## config.mk

```make
export PLATFORM = sky130hd
export DESIGN_NAME = fpa_queue
export DESIGN_NICKNAME = d
export VERILOG_FILES = /design/src/hw/rtl/fpa_pkg.sv /design/src/hw/rtl/fpa_queue.sv
export SDC_FILE = /design/constraint.sdc
export NUM_CORES = 1
export LEC_CHECK = 0
export BUFFER_PORTS_ARGS = -buffer_cell sky130_fd_sc_hd__buf_2
export CAP_MARGIN = 10
export CORE_ASPECT_RATIO = 0.5
export CORE_MARGIN = 5
export CORE_UTILIZATION = 30
export CTS_CLUSTER_SIZE = 24
export DETAILED_ROUTE_END_ITERATION = 12
export PLACE_DENSITY_LB_ADDON = 0.3
export RECOVER_POWER = 100
export SKIP_LAST_GASP = 1
export SYNTH_ARGS = -nofsm -noshare
export SYNTH_HDL_FRONTEND = slang
export SYNTH_SLANG_ARGS = --single-unit
export TNS_END_PERCENT = 50
```

## constraint.sdc

```tcl
create_clock -name clk -period 5.81 [get_ports clk]
set_input_delay 0.581 -clock clk [delete_from_list [all_inputs] [get_ports clk]]
set_output_delay 0.581 -clock clk [all_outputs]
set_load 0.005 [all_outputs]
```

## src/hw/rtl/fpa_pkg.sv

```systemverilog
`timescale 1ns / 1ps
package fpa_pkg;

  localparam int DefFractionBits = 8;
  localparam int DivStages       = 34;   // entry stage plus one per quotient bit 32..0

  typedef enum logic [3:0] {
    MODE_ADD    = 4'd0,
    MODE_SUB    = 4'd1,
    MODE_MUL    = 4'd2,
    MODE_DIV    = 4'd3,
    MODE_GT     = 4'd4,
    MODE_LT     = 4'd5,
    MODE_GE     = 4'd6,
    MODE_LE     = 4'd7,
    MODE_EQ     = 4'd8,
    MODE_NE     = 4'd9,
    MODE_MIN    = 4'd10,
    MODE_MAX    = 4'd11,
    MODE_INC    = 4'd12,
    MODE_DEC    = 4'd13,
    MODE_TO_INT = 4'd14,
    MODE_NONE   = 4'd15
  } mode_t;

  localparam logic signed [31:0] ValMax = 32'sh7FFF_FFFF;
  localparam logic signed [31:0] ValMin = 32'sh8000_0000;

  // classified operation, moved from front to back through the queue
  typedef struct packed {
    logic        is_mul;
    logic        is_div;
    logic        dz;
    logic        neg;
    logic [31:0] a_mag;
    logic [31:0] b_mag;
    logic [31:0] simple_res;
    logic        simple_cmp;
    logic        simple_ovf;
  } entry_t;

  typedef struct packed {
    logic [31:0] value;
    logic        ovf;
  } sat_t;

  // rebuild a signed value from sign and magnitude, saturating to 32 bits
  function automatic sat_t signed_sat(input logic neg, input logic [63:0] mag);
    sat_t r;
    if (neg) begin
      if (mag > 64'h8000_0000) begin
        r.value = ValMin;
        r.ovf   = 1'b1;
      end else begin
        r.value = 32'(-mag);
        r.ovf   = 1'b0;
      end
    end else begin
      if (mag > 64'h7FFF_FFFF) begin
        r.value = ValMax;
        r.ovf   = 1'b1;
      end else begin
        r.value = mag[31:0];
        r.ovf   = 1'b0;
      end
    end
    return r;
  endfunction

endpackage

```

## src/hw/rtl/fpa_queue.sv

```systemverilog
`timescale 1ns / 1ps
module fpa_queue (
  input  logic            clk,
  input  logic            rst_n,
  input  logic            push,
  input  fpa_pkg::entry_t push_entry,
  output logic            full,
  input  logic            pop,
  output logic            head_valid,
  output fpa_pkg::entry_t head_entry
);
  import fpa_pkg::*;

  entry_t     mem_r [2];
  logic       wr_ptr_r, rd_ptr_r;
  logic [1:0] cnt_r;

  assign full       = cnt_r == 2'd2;
  assign head_valid = cnt_r != 2'd0;
  assign head_entry = mem_r[rd_ptr_r];

  // two-entry ring
  always_ff @(posedge clk) begin
    if (!rst_n) begin
      wr_ptr_r <= 1'b0;
      rd_ptr_r <= 1'b0;
      cnt_r    <= 2'd0;
    end else begin
      if (push) wr_ptr_r <= !wr_ptr_r;
      if (pop)  rd_ptr_r <= !rd_ptr_r;
      cnt_r <= cnt_r + 2'(push) - 2'(pop);
    end
  end

  always_ff @(posedge clk) begin
    if (push) mem_r[wr_ptr_r] <= push_entry;
  end
endmodule

```

### After elaboration in Yosys (flattened, before gate mapping)

Memories as Yosys holds them, arrays and structs flattened. A register that Yosys moved wholly into a read port is not among the register bits.
Index checks and enable logic that the tools add are counted.

* $add $sub $neg: 2
* reductions and logical operators: 3
* eq/ne operators: 1
* mux-type cells: 4

Operator list (count)
* $mux 1: 4
* $add 2x1->2: 1
* $eq 2x2->1 const B: 1
* $logic_not 1->1: 2
* $reduce_bool 2->1: 1
* $sub 2x1->2: 1

* register bits after elaboration: 4
* output and inout port bits: 104
* word-level logic and storage cells: 14
* memories: 1
* bits in writable memories: 204

Memories
* mem_r: depth 2, bits a word 102, read ports 1, clocked after memory_dff 1, write ports 1, line fpa_queue.sv:14 `entry_t mem_r [2];`

### Logic depth before layout (Yosys ltp)

* depth after elaboration: 3
* gate-level depth with buffers: 6

### Least setup slack after synthesis

No wires, ideal clock.

* path type: input port to flip-flop
* start point: input push
* end point: memory mem_r[0][0] in the netlist's numbering (enable)
* path buffers: 0
* library setup time: 576 ps
* data arrival time: 5050 ps
* stages: 1
* path slack: 184 ps
* required time: 5234 ps
* cells stage by stage: nor2b_1

* longest elaborated chain between the ends: 2

Ends and longest elaborated chain
* start, declared: line fpa_queue.sv:5 `input logic push,`
* $mux 1: line fpa_queue.sv:36 `if (push) mem_r[wr_ptr_r] <= push_entry;`
* $mux 1 (implied by the code): line fpa_queue.sv:36
* end, declared: line fpa_queue.sv:14

Every way passes these cells.

### Final worst setup path

* start point: register wr_ptr_r
* end point: memory mem_r[1][52] in the netlist's numbering (enable)

RTL lines
* start, declared: line fpa_queue.sv:15 `logic wr_ptr_r, rd_ptr_r;`
* start signal, assigned: line fpa_queue.sv:29 `if (push) wr_ptr_r <= !wr_ptr_r;`

Straight into the memory's write port.

==> impl_metrics.xml <==
<?xml version="1.0" encoding="UTF-8"?>
<metrics>
  <group name="sta">
    <metric name="timing.final.crit_period" unit="ns">3.72</metric>
    <metric name="achievable-frequency" unit="MHz">269</metric>
    <metric name="tightest_slew" unit="ns">3.10</metric>
    <metric name="fin_crit_sh" unit="%">64.0</metric>
    <metric name="finClkSkew" unit="ns">0.0131</metric>
    <metric name="finalSetupViolations" unit="">0</metric>
    <metric name="max_slew_margin" unit="%">-106</metric>
    <metric name="rsz_0062_raised_after_global_routing" unit="">no</metric>
    <metric name="report.final.hold_viol_count" unit="">0</metric>
    <metric name="finalSetupTns" unit="ns">0</metric>
    <metric name="slew_violations" unit="">158</metric>
  </group>
  <group name="floorplanning">
    <metric name="ios" unit="">210</metric>
    <metric name="fp.dieH" unit="um">125</metric>
    <metric name="die_area" unit="mm2">0.0299</metric>
    <metric name="coreArea" unit="mm2">0.0262</metric>
    <metric name="floorplan.initialDensity" unit="%">30.2</metric>
    <metric name="placement_rows" unit="">42</metric>
    <metric name="die_span_in_x" unit="um">240</metric>
  </group>
  <group name="detailed_routing">
    <metric name="avgRoutedWirePerCell" unit="um">17.7</metric>
    <metric name="met1_length" unit="mm">6.07</metric>
    <metric name="postRouteAntennaNets" unit="">0</metric>
    <metric name="wl_met2" unit="mm">9.46</metric>
    <metric name="drtIter0Drc" unit="">240</metric>
    <metric name="route.vias.total" unit="">3827</metric>
    <metric name="first_pass_iters" unit="">4</metric>
    <metric name="vias_per_cell" unit="">4.12</metric>
    <metric name="top_layer" unit="">met5</metric>
    <metric name="sum_of_routed_wire_length_over_all_layers" unit="mm">16.4</metric>
    <metric name="number_of_design_rule_violations_left_after_detail_routing" unit="">0</metric>
    <metric name="wl_met3" unit="um">590</metric>
  </group>
  <group name="status">
    <metric name="violations" unit="">capacitance limit, slew limit</metric>
    <metric name="outcome" unit="">finished, violations left</metric>
  </group>
  <group name="yosys">
    <metric name="mappedNetlistNets" unit="">446</metric>
    <metric name="synth_area" unit="mm2">0.00791</metric>
    <metric name="ys.warnings.count" unit="">0</metric>
    <metric name="synth.mux.area_fraction" unit="%">18.3</metric>
    <metric name="synthCells" unit="">338</metric>
    <metric name="synth_compound_area_share" unit="%">0.0949</metric>
    <metric name="synth.avg_cell_area" unit="um2">23.4</metric>
    <metric name="synth_xor_area_share" unit="%">0.395</metric>
    <metric name="synth_area_in_adders" unit="%">0.316</metric>
    <metric name="synth_simple_gate_area_share" unit="%">0.712</metric>
    <metric name="synthDistinctLibCells" unit="">15</metric>
    <metric name="combinational_family_with_the_most_area_after_synthesis" unit="">multiplexers</metric>
    <metric name="synth_seq_area_share" unit="%">78.7</metric>
    <metric name="ys_ff_latch" unit="">209</metric>
  </group>
  <group name="placement">
    <metric name="gp_congestion" unit="">0.715</metric>
    <metric name="dp.final_hpwl" unit="mm">11.2</metric>
    <metric name="portBuffers" unit="">209</metric>
    <metric name="placement.cell_area" unit="mm2">0.00935</metric>
  </group>
  <group name="cts">
    <metric name="cts.root.buffer_cell" unit="">sky130_fd_sc_hd__clkbuf_16</metric>
    <metric name="cts_hold_buf" unit="">0</metric>
    <metric name="worst_skew_pair_later_pin_latency" unit="ns">0.49</metric>
    <metric name="numClockSinks" unit="">209</metric>
    <metric name="cts.path.max_buffers" unit="">3</metric>
    <metric name="ctsHtreeMaxLevel" unit="">1</metric>
    <metric name="clock_tree_from_tritoncts" unit="">built</metric>
    <metric name="numCtsBuffers" unit="">21</metric>
    <metric name="cts.repair_timing.setup_buffer_count" unit="">0</metric>
    <metric name="cts-resized-gates" unit="">0</metric>
    <metric name="worst_setup_hold_path_clk_slew" unit="ns">0.06</metric>
  </group>
  <group name="final_layout">
    <metric name="number_of_inserted_diodes" unit="">0</metric>
    <metric name="area_delta_synth_final" unit="%">21.5</metric>
    <metric name="finalNetCount" unit="">671</metric>
    <metric name="finalCoreUtilization" unit="%">36.7</metric>
    <metric name="multi_input_comb_area" unit="mm2">0.00129</metric>
    <metric name="final_layout_size_suffix_gt1_share" unit="%">36.0</metric>
    <metric name="num-fill-cells" unit="">2506</metric>
    <metric name="layout.area.seq" unit="mm2">0.00623</metric>
    <metric name="finalInstanceArea" unit="mm2">0.00961</metric>
  </group>
  <group name="worst_setup_path">
    <metric name="timing.critical_path.to_type" unit="">flop</metric>
    <metric name="critical_path.max_fanout" unit="">52</metric>
    <metric name="worstPathArrival" unit="ns">3.75</metric>
    <metric name="start_kind" unit="">flop</metric>
    <metric name="reg2reg_setup_slack" unit="ns">2.09</metric>
    <metric name="crit_required" unit="ns">5.84</metric>
    <metric name="path_class" unit="">reg2reg</metric>
  </group>
  <group name="global_route">
    <metric name="grt_antenna_before_repair" unit="">2</metric>
    <metric name="via_count_of_the_first_global_routing_pass" unit="">4040</metric>
    <metric name="grt_max_degree" unit="">53</metric>
    <metric name="wire_length_of_the_first_global_routing_pass" unit="mm">24.0</metric>
    <metric name="grt_util_all_layers" unit="%">10.3</metric>
    <metric name="globalRouteOverflowTotal" unit="">0</metric>
  </group>
  <group name="pwr">
    <metric name="relative_contribution_of_the_clock_network_to_total_power" unit="%">38.6</metric>
    <metric name="irDropWorstVdd" unit="mV">0.135</metric>
    <metric name="share_seq_of_total_power" unit="%">53.0</metric>
    <metric name="power.switching" unit="uW">713</metric>
    <metric name="internal_power" unit="uW">2650</metric>
    <metric name="power_per_cell_area" unit="mW/mm2">349</metric>
    <metric name="leakage" unit="uW">0.00343</metric>
    <metric name="comb_power_share" unit="%">8.4</metric>
    <metric name="power_switching_share" unit="%">21.2</metric>
  </group>
  <group name="run">
    <metric name="cap_violations" unit="">3</metric>
  </group>
  <group name="hold_path">
    <metric name="hold_class" unit="">in2reg</metric>
  </group>
</metrics>
==> flip-flops by register name, summed over array words and instances, names as in the netlist, named ones only <==
name	flops
rd_ptr_r	1
mem_r	204
cnt_r	2
wr_ptr_r	1
==> stage by stage <==
stage	cells	hold slack (ns)	worst slack (ns)	power (uW)
2_1_floorplan	338	0.555	0.184	2020
3_3_place_gp	892	0.573	3.23	2160
3_5_place_dp	892	0.569	3.23	2170
4_1_cts	930	0.245	2.70	3480
5_1_grt	930	0.244	1.70	3500
6_report	930	0.274	2.09	3360
==> path summary, 6_finish.rpt <==
kind,to,startpoint,cells after the start
max reg2reg,mem_r[1][52]$_DFFE_PP_,wr_ptr_r$_SDFFE_PN0P_,2
max,mem_r[1][52]$_DFFE_PP_,wr_ptr_r$_SDFFE_PN0P_,2
min reg2reg,rd_ptr_r$_SDFFE_PN0P_,rd_ptr_r$_SDFFE_PN0P_,2
min,mem_r[0][21]$_DFFE_PP_,push_entry[21],1
==> power groups by stage <==
stage | clock network [uW] | logic (uW) | registers (uW)
floorplan | 0 | 216 | 1800
global placement | 0 | 350 | 1810
detailed placement | 0 | 355 | 1820
CTS | 1340 | 356 | 1780
global route | 1400 | 311 | 1790
finish | 1300 | 283 | 1780
==> kinds of logic (layout without fill, tap and decap cells) <==
group,after synthesis,count (layout)
DFF,209,209
AOI/OAI and AO/OA,1,1
adders and majority gates,2,2
buffers and inverters,13,253
and+or+nand+nor,9,9
muxes,102,102
xor gates and xnor gates,2,2
==> cell usage in the layout, fill, tap and decap left out, types with 2 or more instances in the layout <==
cell type	instances
sky130_fd_sc_hd__clkinv_1	5
sky130_fd_sc_hd__dfxtp_1	4
sky130_fd_sc_hd__mux2_4	2
sky130_fd_sc_hd__inv_1	2
sky130_fd_sc_hd__ha_1	2
sky130_fd_sc_hd__mux2_2	21
sky130_fd_sc_hd__clkbuf_16	21
sky130_fd_sc_hd__edfxtp_1	204
sky130_fd_sc_hd__clkbuf_1	65
sky130_fd_sc_hd__buf_2	154
sky130_fd_sc_hd__nor2b_1	3
sky130_fd_sc_hd__mux2_1	79
sky130_fd_sc_hd__and2_1	2
sky130_fd_sc_hd__bufinv_16	2
==> layer usage <==
| layer | GRT usage [%] | up-vias |
|---|---|---|
| met3 | 2.28 | 28 |
| met1 | 10.9 | 1950 |
| met4 | 2.15 | 4 |
| met2 | 20.6 | 53 |
| li1 | - | 1792 |
| met5 | 0 | - |
==> critical path, stage by stage, from the launching register on <==
cell and delay [ns]:
sky130_fd_sc_hd__dfxtp_1 0.39, sky130_fd_sc_hd__and2_4 0.64, sky130_fd_sc_hd__clkbuf_1 2.17
==> Yosys cell counts, drive strengths merged <==
cell    count  share of area (%)
nor2b       4               0.32
xnor3       1               0.28
or2         1              0.079
xor2        1               0.11
o21a        1              0.095
dfxtp       5                1.3
buf        11                1.4
edfxtp    204                 77
and2        4               0.32
mux2      102                 18
ha          2               0.32
inv         2              0.095
==> cell type report <==
cell class                      count  share of cell area, %
Tap cell                          352                   4.58
Inverter                            2                 0.0781
Sequential cell                   209                   64.8
Clock buffer                       28                   5.74
Multi-Input combinational cell    116                   13.4
Timing Repair Buffer              213                   10.3
Clock inverter                     10                   1.08
Note: power is estimated with default switching activity, not from simulation.
