File: config.mk
export PLATFORM = sky130hd
export DESIGN_NAME = fpa_front_flat
export DESIGN_NICKNAME = d
export VERILOG_FILES = /design/src/hw/rtl/fpa_pkg.sv /design/src/hw/rtl/fpa_if.sv /design/src/hw/rtl/fpa_front.sv /design/src/flat_wrapper.sv
export SDC_FILE = /design/constraint.sdc
export NUM_CORES = 1
export LEC_CHECK = 0
export BUFFER_PORTS_ARGS = -buffer_cell sky130_fd_sc_hd__buf_4
export CORE_ASPECT_RATIO = 1.4
export CORE_MARGIN = 4
export CORE_UTILIZATION = 45
export DETAILED_ROUTE_END_ITERATION = 8
export PLACE_DENSITY = 0.76
export SLEW_MARGIN = 20
export SYNTH_ARGS = -nofsm -noshare
export SYNTH_HDL_FRONTEND = slang
export SYNTH_SLANG_ARGS = --single-unit
File: constraint.sdc
create_clock -name vclk -period 10
set_input_delay 1.5 -clock vclk [all_inputs]
set_output_delay 1.5 -clock vclk [all_outputs]
set_load 0.005 [all_outputs]
File: src/hw/rtl/fpa_pkg.sv
`timescale 1ns / 1ps
package fpa_pkg;

  localparam int DefFractionBits = 8;
  localparam int DivStages       = 34;   // entry stage plus one per quotient bit 32..0

  typedef enum logic [3:0] {
    MODE_ADD    = 4'd0,
    MODE_SUB    = 4'd1,
    MODE_MUL    = 4'd2,
    MODE_DIV    = 4'd3,
    MODE_GT     = 4'd4,
    MODE_LT     = 4'd5,
    MODE_GE     = 4'd6,
    MODE_LE     = 4'd7,
    MODE_EQ     = 4'd8,
    MODE_NE     = 4'd9,
    MODE_MIN    = 4'd10,
    MODE_MAX    = 4'd11,
    MODE_INC    = 4'd12,
    MODE_DEC    = 4'd13,
    MODE_TO_INT = 4'd14,
    MODE_NONE   = 4'd15
  } mode_t;

  localparam logic signed [31:0] ValMax = 32'sh7FFF_FFFF;
  localparam logic signed [31:0] ValMin = 32'sh8000_0000;

  // classified operation, moved from front to back through the queue
  typedef struct packed {
    logic        is_mul;
    logic        is_div;
    logic        dz;
    logic        neg;
    logic [31:0] a_mag;
    logic [31:0] b_mag;
    logic [31:0] simple_res;
    logic        simple_cmp;
    logic        simple_ovf;
  } entry_t;

  typedef struct packed {
    logic [31:0] value;
    logic        ovf;
  } sat_t;

  // rebuild a signed value from sign and magnitude, saturating to 32 bits
  function automatic sat_t signed_sat(input logic neg, input logic [63:0] mag);
    sat_t r;
    if (neg) begin
      if (mag > 64'h8000_0000) begin
        r.value = ValMin;
        r.ovf   = 1'b1;
      end else begin
        r.value = 32'(-mag);
        r.ovf   = 1'b0;
      end
    end else begin
      if (mag > 64'h7FFF_FFFF) begin
        r.value = ValMax;
        r.ovf   = 1'b1;
      end else begin
        r.value = mag[31:0];
        r.ovf   = 1'b0;
      end
    end
    return r;
  endfunction

endpackage

File: src/hw/rtl/fpa_if.sv
`timescale 1ns / 1ps
interface fpa_in_if;
  logic               valid;
  logic               ready;
  logic [3:0]         mode;
  logic signed [31:0] operand_a;
  logic signed [31:0] operand_b;
  modport source (output valid, mode, operand_a, operand_b, input ready);
  modport sink   (input valid, mode, operand_a, operand_b, output ready);
endinterface


File: src/hw/rtl/fpa_front.sv
`timescale 1ns / 1ps
module fpa_front #(
  parameter int FRACTION_BITS = fpa_pkg::DefFractionBits
) (
  fpa_in_if.sink          in_ch,
  input  logic            q_full,
  output logic            q_push,
  output fpa_pkg::entry_t q_entry
);
  import fpa_pkg::*;

  logic signed [31:0] a, b;
  logic signed [32:0] sum, dif;
  mode_t              md;

  assign a   = in_ch.operand_a;
  assign b   = in_ch.operand_b;
  assign md  = mode_t'(in_ch.mode);
  assign sum = {a[31], a} + {b[31], b};
  assign dif = {a[31], a} - {b[31], b};

  assign in_ch.ready = !q_full;
  assign q_push      = in_ch.valid && !q_full;

  // classify and finish the simple operations here
  always_comb begin
    q_entry            = '0;
    q_entry.neg        = a[31] ^ b[31];
    q_entry.a_mag      = a[31] ? 32'(-a) : a;
    q_entry.b_mag      = b[31] ? 32'(-b) : b;
    case (md)
      MODE_ADD: begin
        q_entry.simple_ovf = sum[32] != sum[31];
        q_entry.simple_res = q_entry.simple_ovf ? (sum[32] ? ValMin : ValMax) : sum[31:0];
      end
      MODE_SUB: begin
        q_entry.simple_ovf = dif[32] != dif[31];
        q_entry.simple_res = q_entry.simple_ovf ? (dif[32] ? ValMin : ValMax) : dif[31:0];
      end
      MODE_MUL: q_entry.is_mul = 1'b1;
      MODE_DIV: begin
        q_entry.is_div = 1'b1;
        q_entry.dz     = b == 32'sd0;
      end
      MODE_GT:  q_entry.simple_cmp = a > b;
      MODE_LT:  q_entry.simple_cmp = a < b;
      MODE_GE:  q_entry.simple_cmp = a >= b;
      MODE_LE:  q_entry.simple_cmp = a <= b;
      MODE_EQ:  q_entry.simple_cmp = a == b;
      MODE_NE:  q_entry.simple_cmp = a != b;
      MODE_MIN: q_entry.simple_res = (a < b) ? a : b;
      MODE_MAX: q_entry.simple_res = (a > b) ? a : b;
      MODE_INC: begin
        q_entry.simple_ovf = a == ValMax;
        q_entry.simple_res = q_entry.simple_ovf ? ValMax : 32'(a + 32'sd1);
      end
      MODE_DEC: begin
        q_entry.simple_ovf = a == ValMin;
        q_entry.simple_res = q_entry.simple_ovf ? ValMin : 32'(a - 32'sd1);
      end
      MODE_TO_INT: q_entry.simple_res = a >>> FRACTION_BITS;
      default: ;
    endcase
  end
endmodule

File: src/flat_wrapper.sv
// flat-port wrapper written by rule: the top's interface ports become plain ports
module fpa_front_flat import fpa_pkg::*;
#(
  parameter int FRACTION_BITS = fpa_pkg::DefFractionBits
)
  (q_full, q_push, q_entry, in_ch_valid, in_ch_mode, in_ch_operand_a, in_ch_operand_b, in_ch_ready);
  fpa_in_if in_ch_i ();
  input  logic q_full;
  output logic q_push;
  output fpa_pkg::entry_t q_entry;
  input wire logic [$bits(in_ch_i.valid)-1:0] in_ch_valid;
  input wire logic [$bits(in_ch_i.mode)-1:0] in_ch_mode;
  input wire logic [$bits(in_ch_i.operand_a)-1:0] in_ch_operand_a;
  input wire logic [$bits(in_ch_i.operand_b)-1:0] in_ch_operand_b;
  output wire logic [$bits(in_ch_i.ready)-1:0] in_ch_ready;
  assign in_ch_i.valid = in_ch_valid;
  assign in_ch_i.mode = in_ch_mode;
  assign in_ch_i.operand_a = in_ch_operand_a;
  assign in_ch_i.operand_b = in_ch_operand_b;
  assign in_ch_ready = in_ch_i.ready;
  fpa_front #(.FRACTION_BITS(FRACTION_BITS)) u_core (.in_ch(in_ch_i), .q_full(q_full), .q_push(q_push), .q_entry(q_entry));
endmodule
Word level (Yosys, flattened, before mapping)

Index checks and enable logic that the tools add are counted.

Input bits: 70
Output and inout bits: 104
Register bits after elaboration: 0
Word-level logic and storage cells: 50

Multiplexer cells: 15
Magnitude comparators: 4
Equality and inequality tests: 20
Reductions and logical operators: 4
Bitwise gates (word level): 1
Add/sub/neg operators: 6

Operators by type and width:

| kind                                                                   | number |
|---|---|
| 32-bit two-way mux                                                     | 10 |
| 32-bit one-hot mux with 7 select lines                                 | 1 |
| 32-bit equality test (second input constant)                           | 2 |
| 32-bit negator                                                         | 2 |
| 32-bit by 32-bit adder with 33-bit output                              | 1 |
| 32-bit by 32-bit subtractor with 33-bit output                         | 1 |
| 32-bit by 2-bit adder with 32-bit output (second input constant)       | 1 |
| 32-bit equality test                                                   | 1 |
| 32-bit >= comparator                                                   | 1 |
| 32-bit greater-than comparator                                         | 1 |
| 32-bit <= comparator                                                   | 1 |
| 32-bit logical NOT                                                     | 1 |
| 32-bit < comparator                                                    | 1 |
| 32-bit inequality test                                                 | 1 |
| 32-bit by 2-bit subtractor with 32-bit output (second input constant)  | 1 |
| 4-bit equality test (second input constant)                            | 7 |
| 4-bit by 3-bit equality test with 1-bit output (second input constant) | 4 |
| 4-bit by 2-bit equality test with 1-bit output (second input constant) | 2 |
| 1-bit one-hot mux with 6 select lines                                  | 1 |
| 4-bit by 1-bit equality test with 1-bit output (second input constant) | 1 |
| 4-bit logical NOT                                                      | 1 |
| 1-bit one-hot mux with 4 select lines                                  | 1 |
| 2-bit two-way mux                                                      | 1 |
| 1-bit inequality test                                                  | 2 |
| 4 further kinds                                                        | 4 |

Logic depth before layout (Yosys ltp)

Gate-level depths: netlist of the first run.

Word-level depth: 4
Mapped depth: 16
Gate-level depth less buffers: 13

Least setup slack after synthesis of the first run

Ideal clock, no wire load.

Path type: input to output
From: in in_ch_operand_b[10]
To: out q_entry[10] in the netlist's numbering
Path buffers: 4
Path slack: 3.923 ns
Required time: 8.500 ns
Cell stages on the path: 15
Arrival: 4.577 ns
Path through: clkbuf_1 -> inv_2 -> ha_1 -> buf_6 -> or4_4 -> or3_1 -> a21oi_2 -> o211ai_2 -> a2111oi_4 -> nor3_1 -> a211oi_2 -> buf_4 -> buf_6 -> o31ai_1 -> nand3_1

RTL lines:

| item               | line               | source |
|---|---|---|
| start: declaration | flat_wrapper.sv:14 | `input wire logic [$bits(in_ch_i.operand_b)-1:0] in_ch_operand_b;` |
| end: declaration   | flat_wrapper.sv:10 | `output fpa_pkg::entry_t q_entry;` |

==> metrics.md, run 1 <==
| Metric | Value |
|---|---|
| Status | `finished clean` |
| Pins over their slew limit | `0` |
| Area grow syn2layout | `14.9%` |
| Synthesized net count | `around 1400` |
| CLK BUF | `0` |
| Final setup violation count | `0` |
| Final core occ | `approximately 53%` |
| Critical path launch point type | `input port` |
| Final worst setup slack | `approximately 2.6 ns` |
| Proportion of layout cells with a drive suffix above 1 | `~18%` |
| Synth Instances | `1300` |
| Crit share post-route | `73.9%` |
| Fmax | `approximately 140 MHz` |
| Num sequential | `0` |
| Chip width | `roughly 120 um` |
| Diodes inserted | `0` |
| Buf+Inv Stages, Crit Path | `4` |
| Height of the die | `between 150 and 200 um` |
| Critical path type | `input port to primary output` |
| Post-CTS setup buffers | `0` |
| Slew @ Worst Pin | `0.966 ns` |
| Critical Path, Cell by Cell | `buf_4, inv_2, ha_1, or4_4, or3_1, a21oi_2, o211ai_2, a2111oi_4, nor3_1, a211oi_2, buf_4, a21boi_1, o211ai_1, buf_4` |
| GRT overflow | `0` |
| CP delay by family, top | `compound AO/OA/AOI/OAI gates` |
| Antenna-violating nets left | `0` |
| PwrDens | `61.3 nW/um2` |
| Std cell rows | `59` |
| RSZ-0062 raised after global routing | `no` |
| CP Max Fanout | `22` |
| Place WS | `2.75 ns` |
| WL final | `roughly 38000 um` |
| Full die area | `~21000 um2` |
| Crit path top cell by count | `buf_4` |
| Pwr Total | `roughly 0.60 mW` |
| Vias per cell | `slightly below 7` |
| Class of the worst hold path | `input port to primary output` |
| Synthesized cell area | `8540 um2` |
| Gr usage total | `around a third` |
| Register area share after synthesis | `0%` |
| Final-stage net count | `1523` |
| Global-route wire length before repair | `approximately 59000 um` |
| Port bufs | `roughly 170` |
| Largest net degree at the start of global routing | `43` |
| Crit. End Element | `primary output` |
| Routability cong. | `between 1 and 1.5` |
| Inst Count DP | `approximately 1600` |
| Count of different cell masters after synthesis | `84` |
| CP Data Arrival Time | `between 5 and 6 ns` |
| Initial core utilization | `approximately 46%` |
| Crit path largest cell delay | `approximately 0.76 ns` |
| DP Wirelength | `between 30000 and 40000 um` |
| Static Leak | `4.04 nW` |
| Max-Cap Viols | `0` |
| Sequential standard cell area | `0 um2` |
| CP Data Required Time | `~8.5 ns` |
| Drt pass-1 iters | `6` |
| Slowest-stage cell, CP | `a211oi_2` |
| Relative slew slack | `34.0%` |
| Io pins | `around 170` |
| DRC violations left | `0` |
| Final Critical Period | `between 7 and 8 ns` |
| Synthesis Warnings | `0` |
| DR WL/cell | `around 24 um` |
| Final Hold Viols | `0` |
| CTS resizes | `0` |
| Avg Inst Size Synth | `6.57 um2` |
| Drt initial violations | `1244` |
| Core ar. | `18600 um2` |
| Hold_buf cts | `0` |
| Fin Setup TNS | `0 ns` |
| Peak VDD IR | `~35 uV` |
| Vias in the first global route | `around 10000` |
| Via count | `11100` |
| Layout Cells excl Fill | `about 1600` |
| Initial antenna violation count | `0` |
-- synth_stat cells (all sizes together), types with 16 or more instances --
cell	n	area, um2
a221oi	31	272
clkbuf	74	278
nand4	28	175
mux2i	33	330
nor2	98	368
o211ai	16	125
o21ai	125	629
a21oi	90	454
xnor2	120	1050
inv	79	297
or4	17	131
xor2	25	226
buf	30	169
nor3	30	155
nand3	42	215
o31ai	24	180
ha	67	838
or3	21	131
mux2	22	248
nand2b	19	119
nand2	82	308
and3	21	131
-- cells in the final DEF, fill, tap and decap left out, types with 4 or more instances in the layout --
cell type,n
or4_1,16
o21bai_1,7
a221oi_1,31
o22a_1,4
o31ai_1,24
xnor2_1,119
o211ai_1,15
nand4_1,28
buf_4,186
ha_1,67
mux2i_1,33
nor2b_1,15
a21oi_1,89
o41ai_1,12
o221a_2,11
nor3_1,28
a22oi_1,4
o21ai_1,9
o221ai_1,13
and3_1,21
xor2_1,24
mux2_2,22
or2_2,8
a2111oi_0,6
a211oi_1,11
and4_1,6
a221o_1,7
inv_1,78
nand2b_1,19
nand2_1,82
nand3_1,41
nor2_1,98
nor4_1,14
a21o_1,9
a31oi_1,12
o21ai_0,115
or3_1,21
-- final timing paths --
path,from,endpoint,slack [ns],cells after the start
min,q_full,in_ch_ready,3.23,3
max,in_ch_operand_b[10],q_entry[2],2.61,14
-- cells by family after synthesis --
| group | Yosys count | synth area share (%) |
|---|---|---|
| mux | 55 | 6.77 |
| xor+xnor | 145 | 15.0 |
| simple gates | 420 | 25.5 |
| compound gates | 427 | 33.8 |
| fa+ha+maj | 69 | 10.3 |
| buf+inv | 184 | 8.75 |
-- layout make-up --
cell class / count / area (um2)
Fill cell: 1964 / 8790
Multi-Input combinational cell: 1116 / 7810
Timing Repair Buffer: 186 / 1400
Tap cell: 244 / 305
Inverter: 80 / 300
-- tightest hold or removal path, delay by kind of cell --
family / cells / cell delay (ns)
buf+inv: 3 / 0.23
-- power breakdown --
part	switching [mW]	total, mW	internal, mW
sequential	0	0	0
combinational	0.358	0.602	0.243
clock	0	0	0
-- routing by layer --
| layer | track usage (%) | up-vias | share of wire, % |
|---|---|---|---|
| li1 | - | 4981 | - |
| met1 | 39.7 | 5118 | 35 |
| met2 | 56.6 | 765 | 45 |
| met3 | 4.84 | 208 | 10 |
| met4 | 26.1 | 0 | 9.5 |
| met5 | 0 | - | 0 |
-- through the flow --
| stage | hold WS [ns] | instance area [um2] |
|---|---|---|
| after floorplan | 3.03 | 8540 |
| after global placement | 3.23 | 9810 |
| after detailed placement | 3.23 | 9810 |
| after CTS | 3.23 | 9810 |
| after global routing | 3.24 | 9810 |
| final | 3.23 | 9810 |
(Power assumes the default switching activity.)
==> run 2: changes to the inputs <==
- clock period: 10 -> 7.45 ns (I/O delays scaled with it)
==> run 2 against run 1 <==
Net effect:
- flip-flop and latch count unchanged
- non-clock buffer count increased by 6
- critical path depth fell by 1
- cell count grew 0.37%
- worst hold slack got worse by 0.77 ns
- first-iteration DRC count increased by 1.4%
- combinational power rose by 37%
- final area is 0.59% higher
- utilization rose by 0.31 points
==> metrics.md, run 2 (same netlist as run 1, synthesis figures left out) <==
| Metric | Value |
|---|---|
| Crit path largest cell delay | `0.77 ns (about the same)` |
| Critical path launch point type | `input port` |
| Final Hold Viols | `0 (unchanged)` |
| Most common cell after layout, fill and taps aside | `buf_4` |
| CP Data Required Time | `6.33 ns (-2.17 ns)` |
| Initial core utilization | `45.9% (unchanged)` |
| Layout Cells excl Fill | `1632 (+0.37%)` |
| GRT overflow | `0 (unchanged)` |
| Pins over their slew limit | `0 (unchanged)` |
| Full die area | `21300 um2 (unchanged)` |
| Buf+Inv Stages, Crit Path | `4 (unchanged)` |
| Port bufs | `174 (unchanged)` |
| Crit. End Element | `primary output` |
| DP Wirelength | `30900 um (+1.7%)` |
| CTS resizes | `0 (unchanged)` |
| Class of the worst hold path | `input port to primary output` |
| FILL cells | `1956 (-0.41%)` |
| Vias per cell | `6.83 (+0.28%)` |
| Inst Count DP | `1632 (+0.37%)` |
| Final setup violation count | `0 (unchanged)` |
| Sequential standard cell area | `0 um2 (unchanged)` |
| Status | `finished clean` |
| CP endpoint | `q_entry[10]` |
| Area grow syn2layout | `15.6%` |
| Slew @ Worst Pin | `0.984 ns (+0.0187 ns)` |
| Via count | `11100 (+0.65%)` |
| Drt initial violations | `1262 (+1.4%)` |
| Crit share post-route | `89.0%` |
| Largest net degree at the start of global routing | `43 (unchanged)` |
| Relative slew slack | `32.7% (-1.3 points)` |
| Critical Path, Cell by Cell | `buf_4, inv_1, ha_1, nor2_1, or3_1, nor2_1, o21ai_0, nand2_1, buf_12, mux2_2, a221oi_1, nand3_1, buf_4` |
| Proportion of layout cells with a drive suffix above 1 | `18.4% (+0.35 points)` |
| Hold_buf cts | `0 (unchanged)` |
| DRC violations left | `0 (unchanged)` |
| Antenna-violating nets left | `0 (unchanged)` |
| Std cell rows | `59 (unchanged)` |
| Drt pass-1 iters | `8 (+2)` |
| Slowest-stage cell, CP | `ha_1` |
| CLK BUF | `0 (unchanged)` |
| Core ar. | `18600 um2 (unchanged)` |
| Chip width | `124 um (unchanged)` |
| Final Critical Period | `around 6.6 ns` |
| Total stage count of the critical path | `13 (-1)` |
| Io pins | `174 (unchanged)` |
| Crit. Startpoint | `in_ch_operand_b[31]` |
| Pwr Total | `0.822 mW (+37%)` |
| PwrDens | `83.3 nW/um2 (+36%)` |
| Multi-input logic area | `7810 um2 (unchanged)` |
| Routability cong. | `1.05 (+1.7%)` |
| Final-stage net count | `1529 (+0.39%)` |
| CP Data Arrival Time | `5.51 ns (-0.38 ns)` |
| CP Max Fanout | `33 (+50%)` |
| Gr usage total | `34.2% (+0.069 points)` |
| Peak VDD IR | `46.0 uV (+32%)` |
| CP delay by family, top | `simple AND/OR/NAND/NOR gates` |
| Post-CTS setup buffers | `0 (unchanged)` |
| Global-route wire length before repair | `59100 um (about the same)` |
| Height of the die | `171 um (unchanged)` |
| Fmax | `about 150 MHz` |
| Max-Cap Viols | `0 (unchanged)` |
| Vias in the first global route | `10500 (-0.11%)` |
| Most frequent cells in the layout | `191 x buf_4, 119 x xnor2_1, 115 x o21ai_0, 98 x nor2_1, 89 x a21oi_1` |
| DR WL/cell | `23.9 um (+1.0%)` |
| Diodes inserted | `0 (unchanged)` |
| Critical path type | `input port to primary output` |
| Static Leak | `4.08 nW (+0.89%)` |
| Num sequential | `0 (unchanged)` |
| Fin Setup TNS | `0 ns (unchanged)` |
| Initial antenna violation count | `0 (unchanged)` |
| WL final | `39000 um (+1.4%)` |
| RSZ-0062 raised after global routing | `no` |
==> run 2: how the worst min path moves through the flow <==
stage          startpoint     endpoint  slack (ns)  cells after the start
3_5_place_dp       q_full  in_ch_ready        2.47                      3
6_report           q_full  in_ch_ready        2.47                      3
2_1_floorplan      q_full  in_ch_ready        2.26                      1
4_1_cts            q_full  in_ch_ready        2.47                      3
5_1_grt            q_full  in_ch_ready        2.47                      3
3_3_place_gp       q_full  in_ch_ready        2.46                      3
==> run 2: routing by layer <==
metal | up-vias | global-route usage [%] | routed length (um)
li1 | 5008 | - | -
met1 | 5135 | 38.6 | 13800
met2 | 786 | 57.9 | 17700
met3 | 215 | 5.25 | 3640
met4 | 0 | 26.1 | 3860
met5 | - | 0 | 0
==> run 2: layout make-up <==
class | count | share of cell area (%)
Tap cell | 244 | 3.09
Inverter | 80 | 3.04
Timing Repair Buffer | 192 | 14.7
Multi-Input combinational cell | 1116 | 79.1
==> run 2: worst min-delay path, delay by kind of cell <==
kind	cells	cell delay, ns
buffers and inverters	3	0.23
==> run 2: stage by stage <==
step           area, um2  worst slack (ns)  util (%)  hold WS (ns)
6_report            9870             0.819      53.1          2.47
5_1_grt             9870             0.662      53.1          2.47
4_1_cts             9870             0.947      53.1          2.47
3_5_place_dp        9870             0.976      53.1          2.47
3_3_place_gp        9870             0.945      53.1          2.46
2_1_floorplan       8540              2.14         -          2.26
==> run 2: power breakdown <==
| group | total [mW] | switching [mW] | internal [mW] |
|---|---|---|---|
| Combinational | 0.822 | 0.489 | 0.333 |
| Clock | 0 | 0 | 0 |
| Sequential | 0 | 0 | 0 |
==> run 3: changes to the inputs <==
- CAP_MARGIN: default -> 20
- REMOVE_ABC_BUFFERS: default -> 1
- SKIP_LAST_GASP: default -> 1
==> run 3 against run 2 <==
Net effect:
- final area is 0.14% lower
- first-iteration DRC count is 0.87% higher
- non-clock buffer count is 3 lower
- via count is 1.4% lower
- total power is 2.1% lower
- global-route usage is 1.4 points lower
==> metrics.md, run 3 (same netlist as run 1, synthesis figures left out) <==
| Metric | Value |
|---|---|
| Status | `finished clean` |
| Proportion of layout cells with a drive suffix above 1 | `18.2% (-0.18 points)` |
| DR WL/cell | `23.0 um (-4.0%)` |
| Final Hold Viols | `0 (unchanged)` |
| Routability cong. | `1.06 (+0.50%)` |
| Hold_buf cts | `0 (unchanged)` |
| Pins over their slew limit | `0 (unchanged)` |
| Core ar. | `18600 um2 (unchanged)` |
| Crit share post-route | `86.4% (-2.6 points)` |
| Sw Share | `59.1% (-0.42 points)` |
| Port bufs | `174 (unchanged)` |
| Slew @ Worst Pin | `1.03 ns (+0.0445 ns)` |
| DP Wirelength | `29400 um (-4.6%)` |
| Hold depth | `3 (unchanged)` |
| Vias per cell | `6.74 (-1.3%)` |
| Clock Power Share | `0% (unchanged)` |
| Seq pwr share | `0% (unchanged)` |
| RSZ-0062 raised after global routing | `no` |
| Io pins | `174 (unchanged)` |
| Static Leak | `4.06 nW (-0.46%)` |
| Combinational share of power | `100.0% (about the same)` |
| Place WS | `1.16 ns (+0.180 ns)` |
| Num sequential | `0 (unchanged)` |
| Crit. End Element | `primary output` |
| Height of the die | `171 um (unchanged)` |
| Drt pass-1 iters | `5 (-3)` |
| NetSw | `0.475 mW (-2.8%)` |
| Via count | `11000 (-1.4%)` |
| Most frequent cells in the layout | `189 x buf_4, 119 x xnor2_1, 115 x o21ai_0, 98 x nor2_1, 89 x a21oi_1` |
| FILL cells | `1961 (+0.26%)` |
| Peak VDD IR | `44.4 uV (-3.5%)` |
| Initial antenna violation count | `0 (unchanged)` |
| Origin of the worst min-delay path | `q_full` |
| Chip width | `124 um (unchanged)` |
| CTS resizes | `0 (unchanged)` |
| CP Data Arrival Time | `5.32 ns (-0.19 ns)` |
| Fmax | `155 MHz (+3.0%)` |
| CLK BUF | `0 (unchanged)` |
| CP Data Required Time | `6.33 ns (about the same)` |
| Final worst setup slack | `1.01 ns (+0.192 ns)` |
| WL final | `37400 um (-4.2%)` |
| PwrDens | `81.7 nW/um2 (-2.0%)` |
| Final setup violation count | `0 (unchanged)` |
| Vias in the first global route | `10500 (+0.19%)` |
| Std cell rows | `59 (unchanged)` |
| Drt initial violations | `1273 (+0.87%)` |
| Largest net degree at the start of global routing | `43 (unchanged)` |
| Internal power | `0.329 mW (-1.1%)` |
| Hold Path Sink | `in_ch_ready` |
| Cell area after layout | `9860 um2 (-0.14%)` |
| Diodes inserted | `0 (unchanged)` |
| Max-Cap Viols | `0 (unchanged)` |
| Sequential standard cell area | `0 um2 (unchanged)` |
| Antenna-violating nets left | `0 (unchanged)` |
| DRC violations left | `0 (unchanged)` |
| Critical path type | `input port to primary output` |
| Area grow syn2layout | `15.4%` |
| Final-stage net count | `1526 (-0.20%)` |
| Full die area | `21300 um2 (unchanged)` |
| Final Critical Period | `6.44 ns (-0.192 ns)` |
| Gr usage total | `32.8% (-1.4 points)` |
| CP Max Fanout | `30 (-9.1%)` |
| Global-route wire length before repair | `57400 um (-3.0%)` |
| Critical path launch point type | `input port` |
| Placed Area | `9860 um2 (-0.15%)` |
| GRT overflow | `0 (unchanged)` |
| Class of the worst hold path | `input port to primary output` |
| Post-CTS setup buffers | `0 (unchanged)` |
| Fin Setup TNS | `0 ns (unchanged)` |
| Most common cell after layout, fill and taps aside | `buf_4` |
| Initial core utilization | `45.9% (unchanged)` |
| Relative slew slack | `31.4% (-1.3 points)` |
run 3: critical path, cell delays in order:
cell and delay (ns):
buf_4 0.18, inv_2 0.06, ha_1 0.43, nand2_1 0.18
nor2_1 0.06, o41ai_1 0.70, a2111oi_0 0.30, o31a_1 0.43
or2_1 0.39, xnor2_4 0.86, o21ai_0 0.21, nand4bb_1 0.23
buf_4 0.14
run 3: layer usage:
| layer | up-vias | part of all wire (%) | GRT usage (%) |
|---|---|---|---|
| met5 | - | 0 | 0 |
| met4 | 0 | 9.5 | 26.3 |
| met3 | 197 | 8.5 | 4.47 |
| met2 | 741 | 45 | 55.1 |
| met1 | 5047 | 37 | 37.3 |
| li1 | 4999 | - | - |
run 3: cell type report:
type                            instances  area, um2  area share (%)
Timing Repair Buffer                  189       1420            14.4
Inverter                               80        300            3.05
Multi-Input combinational cell       1116       7830            79.5
Tap cell                              244        305            3.10
run 3: power groups by stage:
stage / combinational [mW] / sequential [mW] / clock (mW)
after detailed placement: 0.783 / 0 / 0
after global routing: 0.862 / 0 / 0
after global placement: 0.782 / 0 / 0
after CTS: 0.787 / 0 / 0
final: 0.805 / 0 / 0
after floorplan: 0.450 / 0 / 0
run 3: worst max-delay path by stage:
| stage | start | endpoint | slack, ns | cells past startpoint |
|---|---|---|---|---|
| 2_1_floorplan | in_ch_operand_b[10] | q_entry[28] | 1.92 | 11 |
| 3_3_place_gp | in_ch_operand_b[27] | q_entry[14] | 1.11 | 15 |
| 3_5_place_dp | in_ch_operand_b[27] | q_entry[14] | 1.16 | 15 |
| 4_1_cts | in_ch_operand_b[27] | q_entry[14] | 1.14 | 15 |
| 5_1_grt | in_ch_operand_b[14] | q_entry[12] | 0.84 | 14 |
| 6_report | in_ch_operand_b[10] | q_entry[20] | 1.01 | 13 |
run 3: through the flow:
| step | power, mW | hold WS, ns | utilization, % | std cells |
|---|---|---|---|---|
| after floorplan | 0.450 | 2.24 | - | 1196 |
| after global placement | 0.782 | 2.47 | 53.0 | 1629 |
| after detailed placement | 0.783 | 2.47 | 53.0 | 1629 |
| after CTS | 0.787 | 2.47 | 53.0 | 1629 |
| after global routing | 0.862 | 2.49 | 53.0 | 1629 |
| final | 0.805 | 2.47 | 53.0 | 1629 |
